--- config.mk ---
export PLATFORM = sky130hd
export DESIGN_NAME = fpmc_plane_store
export DESIGN_NICKNAME = d
export VERILOG_FILES = /design/src/rtl/fpmc_pkg.sv /design/src/rtl/fpmc_plane_store.sv
export SDC_FILE = /design/constraint.sdc
export NUM_CORES = 2
export LEC_CHECK = 0
export ABC_AREA = 0
export BUFFER_PORTS_ARGS = -buffer_cell sky130_fd_sc_hd__buf_2
export CAP_MARGIN = 20
export CORE_UTILIZATION = 60
export DETAILED_ROUTE_END_ITERATION = 10
export PLACE_DENSITY = 0.77
export SKIP_LAST_GASP = 1
export SLEW_MARGIN = 15
export SYNTH_ARGS = -nofsm -noshare
export SYNTH_HDL_FRONTEND = slang
export SYNTH_SLANG_ARGS = --single-unit
--- constraint.sdc ---
create_clock -name clk -period 11.8 [get_ports clk]
set_clock_uncertainty 0.15 [all_clocks]
set_input_delay 2.95 -clock clk [delete_from_list [all_inputs] [get_ports clk]]
set_output_delay 2.95 -clock clk [all_outputs]
set_load 0.05 [all_outputs]
--- src/rtl/fpmc_pkg.sv ---
// shared types, constants and helpers of the frustum plane mask culler
`default_nettype none

package fpmc_pkg;

	localparam int MAX_PLANES  = 32;
	localparam int COORD_WIDTH = 32;
	localparam int COORD_W     = (COORD_WIDTH < 32) ? COORD_WIDTH : 32;
	localparam int IDX_W       = (MAX_PLANES > 1) ? $clog2(MAX_PLANES) : 1;
	localparam int COUNT_W     = $clog2(MAX_PLANES + 1);
	localparam int ACC_W       = 66;

	localparam logic [31:0] FULL_MASK = 32'hffff_ffff;

	// item actions
	localparam logic [1:0] ACT_PUSH = 2'd0;
	localparam logic [1:0] ACT_POP  = 2'd1;
	localparam logic [1:0] ACT_TEST = 2'd2;

	// visibility codes
	localparam logic [1:0] VIS_OUTSIDE = 2'd0;
	localparam logic [1:0] VIS_PARTIAL = 2'd1;
	localparam logic [1:0] VIS_INSIDE  = 2'd2;

	typedef struct packed {
		logic signed [31:0] nx;
		logic signed [31:0] ny;
		logic signed [31:0] nz;
		logic signed [31:0] d;
	} plane_t;

	typedef enum logic [1:0] {
		AXIS_X = 2'd0,
		AXIS_Y = 2'd1,
		AXIS_Z = 2'd2
	} axis_t;

	typedef struct packed {
		logic  load;
		logic  acc_en;
		axis_t axis;
	} mac_ctrl_t;

	typedef struct packed {
		logic above;
		logic below;
	} mac_status_t;

	// sign extension from the coordinate width
	function automatic logic signed [31:0] sext_coord(input logic [31:0] v);
		logic signed [31:0] r;
		for (int i = 0; i < 32; i++) begin
			r[i] = (i < COORD_W) ? v[i] : v[COORD_W-1];
		end
		return r;
	endfunction

endpackage

`default_nettype wire

--- src/rtl/fpmc_plane_store.sv ---
// plane stack memory, one write port and one registered read port
`default_nettype none

module fpmc_plane_store (
	input  wire logic                      clk,
	input  wire logic                      we,
	input  wire logic [fpmc_pkg::IDX_W-1:0] waddr,
	input  wire fpmc_pkg::plane_t          wdata,
	input  wire logic [fpmc_pkg::IDX_W-1:0] raddr,
	output fpmc_pkg::plane_t               rdata
);
	import fpmc_pkg::*;

	plane_t mem_q [MAX_PLANES];
	plane_t rdata_q;

	always_ff @(posedge clk) begin
		if (we) begin
			mem_q[waddr] <= wdata;
		end
	end

	always_ff @(posedge clk) begin
		rdata_q <= mem_q[raddr];
	end

	assign rdata = rdata_q;

endmodule

`default_nettype wire

Word level (Yosys, flattened, before mapping)
Memories as Yosys holds them, arrays and structs flattened. A register that Yosys moved wholly into a read port is not among the register bits.
Index checks and enable logic that the tools add are counted.

operators by class
  mux-type cells = 2

operators by type and width
  cell               number
  1-bit two-way mux  2

word-level totals
  output and inout port bits = 128
  bits of input ports = 140
  flip-flop bits (word level) = 0
  bits in writable memories = 4096
  memories kept = 1
  logic and storage cells = 3

memories
  name   depth  bits a word  rd ports  clocked after memory_dff  wr ports  line                    RTL
  mem_q  32     128          1         1                         1         fpmc_plane_store.sv:14  plane_t mem_q [MAX_PLANES];

Depth between registers and ports, before layout
  depth in word-level cells = 2
  gate-level depth with buffers = 9
  mapped depth without buffers = 4

Least setup slack after synthesis
OpenSTA, ideal clock, no wires.

  kind = input to register
  start point = in waddr[1] (netlist bit)
  end point = mem mem_q[12][0] (netlist bit) (enable)
  stages = 3
  setup time = 617 ps
  path buffers = 1
  path slack = 2102 ps
  required time = 11033 ps
  data arrival time = 8931 ps
  path through = or3b_2 > clkbuf_1 > nor2_1

RTL lines
  what                line                    RTL
  start: declaration  fpmc_plane_store.sv:7   input wire logic [fpmc_pkg::IDX_W-1:0] waddr,
  end: declaration    fpmc_plane_store.sv:14

No word-level cell before the write port.

Worst setup path in the final report
  start point = in we
  end point = mem mem_q[23][67] (netlist bit) (enable)

on the way
  word-level cells in the longest chain between the ends = 2

RTL lines
  what                                     line                    RTL
  start: declaration                       fpmc_plane_store.sv:6   input wire logic we,
  1-bit two-way mux                        fpmc_plane_store.sv:18  if (we) begin
  1-bit two-way mux (not written as such)  fpmc_plane_store.sv:19  mem_q[waddr] <= wdata;

No other way between the ends.

==> flow_summary.json <==
{
  "crit_chain": "buf_2, nand3_1, nor2_4, buf_12, buf_4",
  "crit_type": "input pin to flop",
  "numCtsBuffers": 410,
  "critPathBufInv": 3,
  "root_buffer": "clkbuf_16",
  "internal-power_mw": 24.6,
  "grt_setup_unrepaired": "false",
  "r2r_slack_ps": 9840,
  "yosys.cell_types.count": 28,
  "cts_tree": "yes",
  "worst_slack_ps": 5920,
  "min_path_cells": 3,
  "wl_per_cell_um": 38.0,
  "grt_pass1_wl_mm": 571,
  "holdBufCountCts": 0,
  "ys_seq_area_share_pct": 80.9,
  "status": "finished with violations",
  "syn-num-nets": 6580,
  "drive_above_1_share_pct": 27.9,
  "path_delay_family": "simple AND/OR/NAND/NOR gates",
  "drcViolationCount": 0,
  "p_seq_share_pct": 53.6,
  "syn_inst": 6440,
  "hold_slack_ps": 556,
  "critPathSlowestCell": "nor2_4",
  "synth_top_area_share_pct": 79.2,
  "clk_pin_slew_ps": 60,
  "hold_start": "mem_q[31][27]",
  "fp.coreArea_mm2": 0.257,
  "vdd_ir_drop_max_mv": 0.173,
  "gp_congestion": 0.755,
  "yosys_warnings": 0,
  "maxSlewHeadroom_pct": -20.7,
  "htree_levels": 5,
  "rr_worst_depth": 3,
  "startpoint_type": "input pin",
  "start_util_pct": 60.4,
  "cp_data_arrival_time_ps": 6310,
  "cts_setup_buffers": 0,
  "rr_startpoint": "mem_q[25][54]",
  "violations": "max-slew violations",
  "maxCapViolations": 0,
  "comb_power_share_pct": 4.8,
  "layout.cells.non_filler": 10700,
  "finalMaxSlewViolations": 53,
  "grt_max_degree": 149,
  "via_per_inst": 7.15,
  "worst_pin_slew_ps": 1810,
  "synth_edf_count": 4096,
  "cp-end-kind": "flop",
  "synth_top_area_cell": "edfxtp_1",
  "async_flop_share_pct": 0,
  "fillers": 14700,
  "dieWidth_um": 511,
  "hold_violations": 0,
  "clock-sinks": 4224,
  "finalSetupTns_ps": 0,
  "leakage_nw": 54.4,
  "postRouteWirelength_mm": 405,
  "place_area_mm2": 0.161,
  "dr.pass1.iters": 7,
  "pre_cts_ws_ps": 5060,
  "critPathMaxStageDelay_ps": 1060,
  "period_share_pct": 49.8,
  "num_rows": 186,
  "period_needed_ps": 5880,
  "syn_avg_cell_area_um2": 24.1,
  "area_delta_synth_final_pct": 12.1,
  "vias": 76200,
  "worstPathMaxFanout": 80,
  "ant_nets": 0,
  "drt_first_iter_violations": 11900,
  "nNetsFinal": 7057,
  "antenna_found_initial": 60,
  "io_buffers": 267,
  "grt_pass1_vias": 78300,
  "synth_common_cells": "4,096 x edfxtp_1, 956 x mux4_2, 444 x o22ai_1, 136 x mux2i_1, 128 x dfxtp_1",
  "clock_latency_ps": 990,
  "ys_ff_latch": 4224,
  "fin_area_mm2": 0.174,
  "setup_viol": 0,
  "min_to": "rdata[27]",
  "cp_data_required_time_ps": 12220,
  "min_path_type": "flop to flop",
  "io_pins": 268,
  "die_area_mm2": 0.261,
  "yosysMostFrequentCell": "edfxtp_1",
  "r2r_end": "rdata[54]",
  "grt_overflow": 0,
  "clkPwrFrac_pct": 41.5,
  "fmax_mhz": 170,
  "hpwlAfterDp_mm": 179,
  "cts.path.max_buffers": 4,
  "sw_frac_of_total_pct": 21.4,
  "p_switching_mw": 6.70,
  "p_per_area_mw_per_mm2": 180,
  "cts_resized": 0,
  "track_usage_pct": 31.1,
  "dp.cells": 9889,
  "syn-cell-area_mm2": 0.155,
  "synth_area_leaders": "edfxtp_1 79%, mux4_2 14%, o22ai_1 1.8%",
  "synthFlopType": "edfxtp_1",
  "die_h_um": 511
}
-- logic make-up after synthesis --
logic type             Yosys count  share of synthesized area, %
DFF                           4224                          80.9
muxes                         1092                          14.7
AOI/OAI and AO/OA              546                          2.28
buffers and inverters          352                          1.26
and+or+nand+nor                226                         0.832
-- how the worst max path moves through the flow --
| stage | end | cells past startpoint | slack [ps] | startpoint |
|---|---|---|---|---|
| finish | mem_q[23][67] | 5 | 5920 | we |
| global route | rdata[117] | 7 | 5710 | raddr[0] |
| CTS | rdata[117] | 7 | 5990 | raddr[0] |
| detailed placement | rdata[117] | 7 | 5060 | raddr[0] |
| global placement | rdata[117] | 7 | 5050 | raddr[0] |
| floorplan | mem_q[12][0] | 3 | 2100 | waddr[1] |
-- worst min-delay path, stage by stage (launching register included) --
cell      delay (ps)
edfxtp_1         320
mux4_2           220
a22oi_1           60
nand4_1           70
-- routing by layer --
| layer | track usage (%) | share of wire (%) | vias to the layer above |
|---|---|---|---|
| li1 | - | - | 29000 |
| met1 | 40.7 | 33 | 39600 |
| met2 | 51.2 | 50 | 6326 |
| met3 | 5.64 | 12 | 1175 |
| met4 | 14.7 | 4.9 | 40 |
| met5 | 0 | 0.065 | - |
-- area by class of cell --
class                      instances  area [µm²]  area share (%)
antenna                           28        70.1          0.0403
clock buffer                     508       10900            6.27
clock inverter                   234        2240            1.29
multi-input combinational       1864       28000            16.1
sequential                      4224      126000            72.2
tap                             3384        4230            2.43
timing repair buffer             417        2930            1.68
-- cells in the final DEF, fill, tap and decap left out, drive strengths merged, types with 28 or more instances in the layout --
| master | synthesis | layout |
|---|---|---|
| edfxtp | 4096 | 4096 |
| mux4 | 956 | 956 |
| a22oi | 102 | 102 |
| dfxtp | 128 | 128 |
| nand3 | 37 | 37 |
| o22ai | 444 | 444 |
| mux2i | 136 | 136 |
| nor4 | 111 | 111 |
| buf | 235 | 417 |
| nor2 | 36 | 36 |
| clkbuf | 117 | 508 |
| clkinv | 0 | 167 |
| bufinv | 0 | 41 |
| diode | 0 | 28 |
-- power by group through the flow --
stage	Clock [mW]	Sequential [mW]	Combinational [mW]
2_1_floorplan	0	17.3	0.729
3_3_place_gp	0	17.1	1.45
3_5_place_dp	0	17.1	1.48
4_1_cts	13.1	16.8	1.51
5_1_grt	13.6	16.8	1.58
6_report	13.0	16.8	1.52
-- state kept, by name, summed over array words and instances (netlist names) --
| name | count |
|---|---|
| mem_q | 4096 |
| rdata | 128 |
-- per-stage QoR --
stage               total power, mW  util [%]
floorplan                      18.0         -
global placement               18.5      62.6
detailed placement             18.6      62.6
CTS                            31.4      67.7
global route                   32.0      67.7
finish                         31.3      67.7
(Power assumes the default switching activity.)
