### src/rtl/fpmc_pkg.sv
// shared types, constants and helpers of the frustum plane mask culler
`default_nettype none

package fpmc_pkg;

	localparam int MAX_PLANES  = 32;
	localparam int COORD_WIDTH = 32;
	localparam int COORD_W     = (COORD_WIDTH < 32) ? COORD_WIDTH : 32;
	localparam int IDX_W       = (MAX_PLANES > 1) ? $clog2(MAX_PLANES) : 1;
	localparam int COUNT_W     = $clog2(MAX_PLANES + 1);
	localparam int ACC_W       = 66;

	localparam logic [31:0] FULL_MASK = 32'hffff_ffff;

	// item actions
	localparam logic [1:0] ACT_PUSH = 2'd0;
	localparam logic [1:0] ACT_POP  = 2'd1;
	localparam logic [1:0] ACT_TEST = 2'd2;

	// visibility codes
	localparam logic [1:0] VIS_OUTSIDE = 2'd0;
	localparam logic [1:0] VIS_PARTIAL = 2'd1;
	localparam logic [1:0] VIS_INSIDE  = 2'd2;

	typedef struct packed {
		logic signed [31:0] nx;
		logic signed [31:0] ny;
		logic signed [31:0] nz;
		logic signed [31:0] d;
	} plane_t;

	typedef enum logic [1:0] {
		AXIS_X = 2'd0,
		AXIS_Y = 2'd1,
		AXIS_Z = 2'd2
	} axis_t;

	typedef struct packed {
		logic  load;
		logic  acc_en;
		axis_t axis;
	} mac_ctrl_t;

	typedef struct packed {
		logic above;
		logic below;
	} mac_status_t;

	// sign extension from the coordinate width
	function automatic logic signed [31:0] sext_coord(input logic [31:0] v);
		logic signed [31:0] r;
		for (int i = 0; i < 32; i++) begin
			r[i] = (i < COORD_W) ? v[i] : v[COORD_W-1];
		end
		return r;
	endfunction

endpackage

`default_nettype wire

### src/rtl/fpmc_mac.sv
// shared multiply-accumulate unit with the radius compare
`default_nettype none

module fpmc_mac (
	input  wire logic               clk,
	input  wire fpmc_pkg::mac_ctrl_t ctrl,
	input  wire fpmc_pkg::plane_t   plane,
	input  wire logic signed [31:0] cx,
	input  wire logic signed [31:0] cy,
	input  wire logic signed [31:0] cz,
	input  wire logic [30:0]        radius,
	output fpmc_pkg::mac_status_t   status
);
	import fpmc_pkg::*;

	logic signed [31:0]      op_a;
	logic signed [31:0]      op_b;
	logic signed [63:0]      prod_full;
	logic signed [63:0]      prod_q;
	logic signed [ACC_W-1:0] acc_q;
	logic signed [ACC_W-1:0] prod_ext;
	logic signed [ACC_W-1:0] sum;
	logic signed [31:0]      d_sx;
	logic signed [ACC_W-1:0] d_ext;
	logic signed [ACC_W-1:0] r_pos;
	logic signed [ACC_W-1:0] r_neg;

	always_comb begin
		case (ctrl.axis)
			AXIS_X: begin
				op_a = sext_coord(plane.nx);
				op_b = cx;
			end
			AXIS_Y: begin
				op_a = sext_coord(plane.ny);
				op_b = cy;
			end
			AXIS_Z: begin
				op_a = sext_coord(plane.nz);
				op_b = cz;
			end
			default: begin
				op_a = '0;
				op_b = '0;
			end
		endcase
	end

	assign prod_full = op_a * op_b;
	assign prod_ext  = {{(ACC_W-64){prod_q[63]}}, prod_q};

	// d widened to q34.32
	assign d_sx  = sext_coord(plane.d);
	assign d_ext = {{(ACC_W-48){d_sx[31]}}, d_sx, 16'd0};

	always_ff @(posedge clk) begin
		prod_q <= prod_full;
		if (ctrl.load) begin
			acc_q <= d_ext;
		end else if (ctrl.acc_en) begin
			acc_q <= acc_q + prod_ext;
		end
	end

	// final term folded in with the compare
	assign sum   = acc_q + prod_ext;
	assign r_pos = {{(ACC_W-47){1'b0}}, radius, 16'd0};
	assign r_neg = -r_pos;

	assign status.above = (sum > r_pos);
	assign status.below = (sum < r_neg);

endmodule

`default_nettype wire

### config.mk
export PLATFORM = sky130hd
export DESIGN_NAME = fpmc_mac
export DESIGN_NICKNAME = d
export VERILOG_FILES = /design/src/rtl/fpmc_pkg.sv /design/src/rtl/fpmc_mac.sv
export SDC_FILE = /design/constraint.sdc
export NUM_CORES = 2
export LEC_CHECK = 0
export ABC_AREA = 1
export BUFFER_PORTS_ARGS = -buffer_cell sky130_fd_sc_hd__buf_4
export CAP_MARGIN = 20
export CORE_MARGIN = 2
export CORE_UTILIZATION = 27
export DETAILED_ROUTE_END_ITERATION = 10
export GPL_TIMING_DRIVEN = 0
export PLACE_DENSITY = 0.47
export SLEW_MARGIN = 20
export SYNTH_ARGS = -nofsm -noshare
export SYNTH_HDL_FRONTEND = slang
export SYNTH_SLANG_ARGS = --single-unit
export TNS_END_PERCENT = 30
### constraint.sdc
create_clock -name clk -period 12.9 [get_ports clk]
set_clock_uncertainty 0.05 [all_clocks]
set_input_delay 3.225 -clock clk [delete_from_list [all_inputs] [get_ports clk]]
set_output_delay 3.225 -clock clk [all_outputs]
set_load 0.02 [all_outputs]
# ---- Word-level counts from Yosys, hierarchy flattened
# Index checks and enable logic that the tools add are counted.
dict set report classes {
  addsub 2
  n_eq_ne 2
  mux 4
  multipliers 1
  magnitude_cmp 2
  n_reduce_logical 2
}
# cell count
set op_table {}
lappend op_table {{$pmux W32 S3} 2}
lappend op_table {{$mux W66} 2}
lappend op_table {{$add A66 B64 Y66} 1}
lappend op_table {{$gt A66 B48 Y1} 1}
lappend op_table {{$lt A66 B66 Y1} 1}
lappend op_table {{$neg A47 Y66} 1}
lappend op_table {{$mul A32 B32 Y64} 1}
lappend op_table {{$eq A2 B1 Y1 const B} 1}
lappend op_table {{$eq A2 B2 Y1 const B} 1}
lappend op_table {{$logic_not A2 Y1} 1}
lappend op_table {{$reduce_bool A2 Y1} 1}
dict set report word_totals {
  register_bits 130
  in_bits 260
  out_inout_bits 2
}

# ---- Depth between registers and ports, before layout
dict set report logic_depth {
  ltp_word 3
  ltp_mapped 39
}

# ---- Worst setup path before layout
# Ideal clock, no wire load.
dict set report synth_timing {
  kind {input -> register}
  start {input ctrl[1] (netlist bit)}
  end {register prod_q[63]}
  setup_ns 0.072
  setup_slack_ns 2.076
  path_stages 30
  arrival_ns 10.702
  path_cell_list {inv_1 -> nor2_1 -> clkbuf_1 -> nand2_1 -> nand3_1 -> clkbuf_1 -> nand2_1 -> inv_1 -> fa_1 -> inv_1 -> fa_1 -> inv_1 -> fa_1 -> fa_1 -> inv_1 -> fa_1 -> inv_1 -> fa_1 -> inv_1 -> fa_1 -> inv_1 -> fa_1 -> ha_1 -> a21oi_1 -> o21ai_0 -> a21o_1 -> a221oi_1 -> o21ai_0 -> a21oi_1 -> xor2_1}
}
dict set report synth_via {
  elab_chain_cells 3
  elab_cells_between_ends 6
}
# element line_no
set synth_lines {}
lappend synth_lines {{start: declaration} fpmc_mac.sv:6} ;# input wire fpmc_pkg::mac_ctrl_t ctrl,
lappend synth_lines {{$eq A2 B2 Y1 (tied with other cells)} fpmc_mac.sv:29} ;# case (ctrl.axis)
lappend synth_lines {{$pmux W32 S3} fpmc_mac.sv:29}
lappend synth_lines {{$mul A32 B32 Y64 (*)} fpmc_mac.sv:49} ;# assign prod_full = op_a * op_b;
lappend synth_lines {{net prod_full[63]} fpmc_mac.sv:18} ;# logic signed [63:0] prod_full;
lappend synth_lines {{end signal: assignment} fpmc_mac.sv:57} ;# prod_q <= prod_full;
lappend synth_lines {{end: declaration} fpmc_mac.sv:19} ;# logic signed [63:0] prod_q;
# The timed path passes the listed nets; every way through them passes the cells marked *.
# A chain may end at the register's enable or synchronous reset.

# ---- Worst setup path in the final report
dict set report layout_timing {
  start {input ctrl[1] (netlist bit)}
  end {register prod_q[61]}
}
# Same word-level chain as after synthesis.

==> results.py <==
metrics = {
    "synthesis": {
        "synth.largest_area_cell": "fa_1",
        "synth_fp_nets": 8257,
        "synth_top_cell_area_share": 0.4345,
        "ys_seq_elements": 130,
        "yosys.cell_types.count": 47,
        "synthTopCellsByArea": "fa_1 (43%), nand2_1 (14%), inv_1 (14%)",
        "ys_async_sr_fraction": 0,
        "yosys_warnings": 0,
        "synth.avg_cell_area_um2": 7.579,
        "syn_area_um2": 49890,
        "synthFlopType": "dfxtp_1",
        "synth.yosys.seq_area_share": 0.06219,
        "syn_inst": 6583,
        "synth_edf_count": 50,
    },
    "detailed_routing": {
        "drt-initial-drc-count": 3580,
        "wirelength_mm": 220.2,
        "wire_per_inst_um": 23.55,
        "vias": 43380,
        "detail-route-antenna-nets": 0,
        "firstDrtPassIters": 5,
        "drcViolationCount": 0,
        "viasPerCell": 4.640,
    },
    "die": {
        "num_rows": 157,
        "ios": 262,
        "die_h_um": 433.9,
        "core_um2": 183300,
        "die_area_um2": 188200,
        "fp.dieW_um": 433.9,
        "start_util": 0.2722,
    },
    "sta": {
        "timing.fmax_mhz": 78.40,
        "tightest_slew_ps": 1295,
        "fin_ws_ps": 144.4,
        "hold_viol": 0,
        "slew_viol_final": 0,
        "min_period_ps": 12760,
        "setup_viol": 0,
        "min_period_over_period": 0.9888,
        "relSlewSlack": 0.1368,
        "hold_slack_ps": 423.3,
        "setup_tns_ps": 0,
    },
    "placed_design": {
        "place_ws_ps": -954.4,
        "numPlacedInstances": 9310,
        "gp_congestion": 1.007,
        "hpwl_mm": 188.1,
        "port_buffers": 259,
    },
    "worst_setup_path": {
        "end_kind": "register",
        "start_kind": "input port",
        "crit_slowest_cell": "clkbuf_1",
        "critPathMaxFanout": 10,
        "cp_data_required_time_ps": 13210,
        "critical_path.max_stage_delay_ps": 790,
        "arrival_ps": 13060,
        "crit_top_cell": "fa_1",
        "path_class": "in -> reg",
    },
    "run_status": {
        "outcome": "finished clean",
    },
    "layout": {
        "fillers": 20190,
        "instances_no_fill": 9350,
        "final_nets": 8544,
        "drive_gt1_frac": 0.05928,
        "area_growth_syn_to_layout_pct": 11.86,
    },
    "clock_tree": {
        "clock_sinks": 130,
        "cts.clk_slew.worst_paths_ps": 60,
        "ctsHoldBuffers": 0,
        "cts_buffer_depth": 2,
        "cts_tree": "yes",
        "numCtsBuffers": 17,
        "clock_latency_ps": 490,
        "htreeDepth": 4,
        "cts_root_buffer": "clkbuf_16",
    },
    "min_path": {
        "min_path_type": "reg -> reg",
    },
    "global_route": {
        "grt_pass1_vias": 45900,
        "grt_usage": 0.2370,
        "grt_max_degree": 33,
        "grt-ovfl-total": 0,
        "grt_pass1_wl_mm": 317.3,
        "antenna_found_initial": 13,
    },
    "job": {
        "cap_violations": 0,
    },
}
-- final cells by class --
class,count,area [µm²],area share
Antenna cell,3,7.507,0.0001345
Buffer,225,924.6,0.01657
Clock buffer,21,514.2,0.009214
Clock inverter,11,137.6,0.002466
Inverter,1859,6983,0.1251
Multi-Input combinational cell,4369,39010,0.6990
Sequential cell,130,3103,0.05560
Tap cell,2464,3083,0.05524
Timing Repair Buffer,268,2047,0.03667
-- timing repair --
action | CTS | global route
resized for setup | 15 | 65
buffers inserted | 0 | 4
endpoints found under the setup margin | 5 | 8
-- cells in the mapped netlist, drive strengths merged, types with 2 or more instances --
cell / count
ha: 331
o21ai: 110
o2111ai: 2
a21o: 18
o211ai: 3
fa: 1083
o21a: 6
and3: 9
a22o: 21
a21oi: 180
a31oi: 18
o221a: 2
o22ai: 8
dfxtp: 80
nor4: 10
or2: 6
a211oi: 7
nand2: 1876
clkbuf: 225
nor3: 26
nor2: 292
edfxtp: 50
o21bai: 27
a21boi: 8
inv: 1858
xnor2: 47
nand4: 17
and2: 4
xor2: 91
nand3: 151
nand3b: 12
-- sequential cells by signal, summed over array words and instances (netlist names) --
register / count
acc_q: 66
prod_q: 64
-- path summary, 6_finish.rpt --
check | startpoint | end | slack, ps | depth (start not counted)
worst max-delay path | ctrl[1] | prod_q[61] | 140 | 30
worst min-delay path | acc_q[11] | acc_q[11] | 420 | 2
worst max register to register | acc_q[18] | acc_q[43] | 9340 | 11
worst min register to register | acc_q[11] | acc_q[11] | 420 | 2
-- stage by stage --
step                utilization  instance area, µm²
floorplan                     -               49890
global placement         0.2997               54920
detailed placement       0.3001               55010
CTS                      0.3039               55690
global route             0.3045               55810
finish                   0.3045               55810
-- placed cells by master (no fill, tap or decap), drive strengths merged, types with 3 or more instances in the layout --
cell type / n
xor2: 91
dfxtp: 80
clkbuf: 240
edfxtp: 50
nand3b: 12
nor4: 10
o21ai: 110
xnor2: 47
nor2: 292
nand2: 1876
a31oi: 18
ha: 331
clkinv: 7
diode: 3
nand4: 17
nor3: 26
a21o: 18
o21bai: 27
fa: 1083
o21a: 6
and2: 4
a211oi: 7
nand3: 151
inv: 1860
a21boi: 8
o211ai: 3
or2: 6
and3: 9
a22o: 21
buf: 272
a21oi: 180
o22ai: 8
-- layer usage --
metal,up-vias,share of wire,GRT usage
li1,19480,-,-
met5,-,0.00015,0
met2,1805,0.44,0.3743
met1,21730,0.42,0.3149
met3,371,0.088,0.04902
met4,6,0.052,0.09773
-- kinds of logic after synthesis --
kind of cell               after synthesis  synth area share
AOI/OAI and AO/OA                      414           0.04790
and+or+nand+nor                       2403            0.1913
adders and majority gates             1414            0.5175
buffers and inverters                 2084            0.1568
xor gates and xnor gates               138           0.02422
DFF                                    130           0.06219
-- worst max-delay path: cells and delay by family --
kind | cells | cell delay, ps
compound gates | 3 | 890
xor+xnor | 1 | 300
fa+ha+maj | 9 | 4620
buf+inv | 8 | 1990
simple gates | 9 | 1980
Power is left out: the tool's default activity adds up to more than one toggle a clock period on the data nets, which glitch-free logic cannot reach.
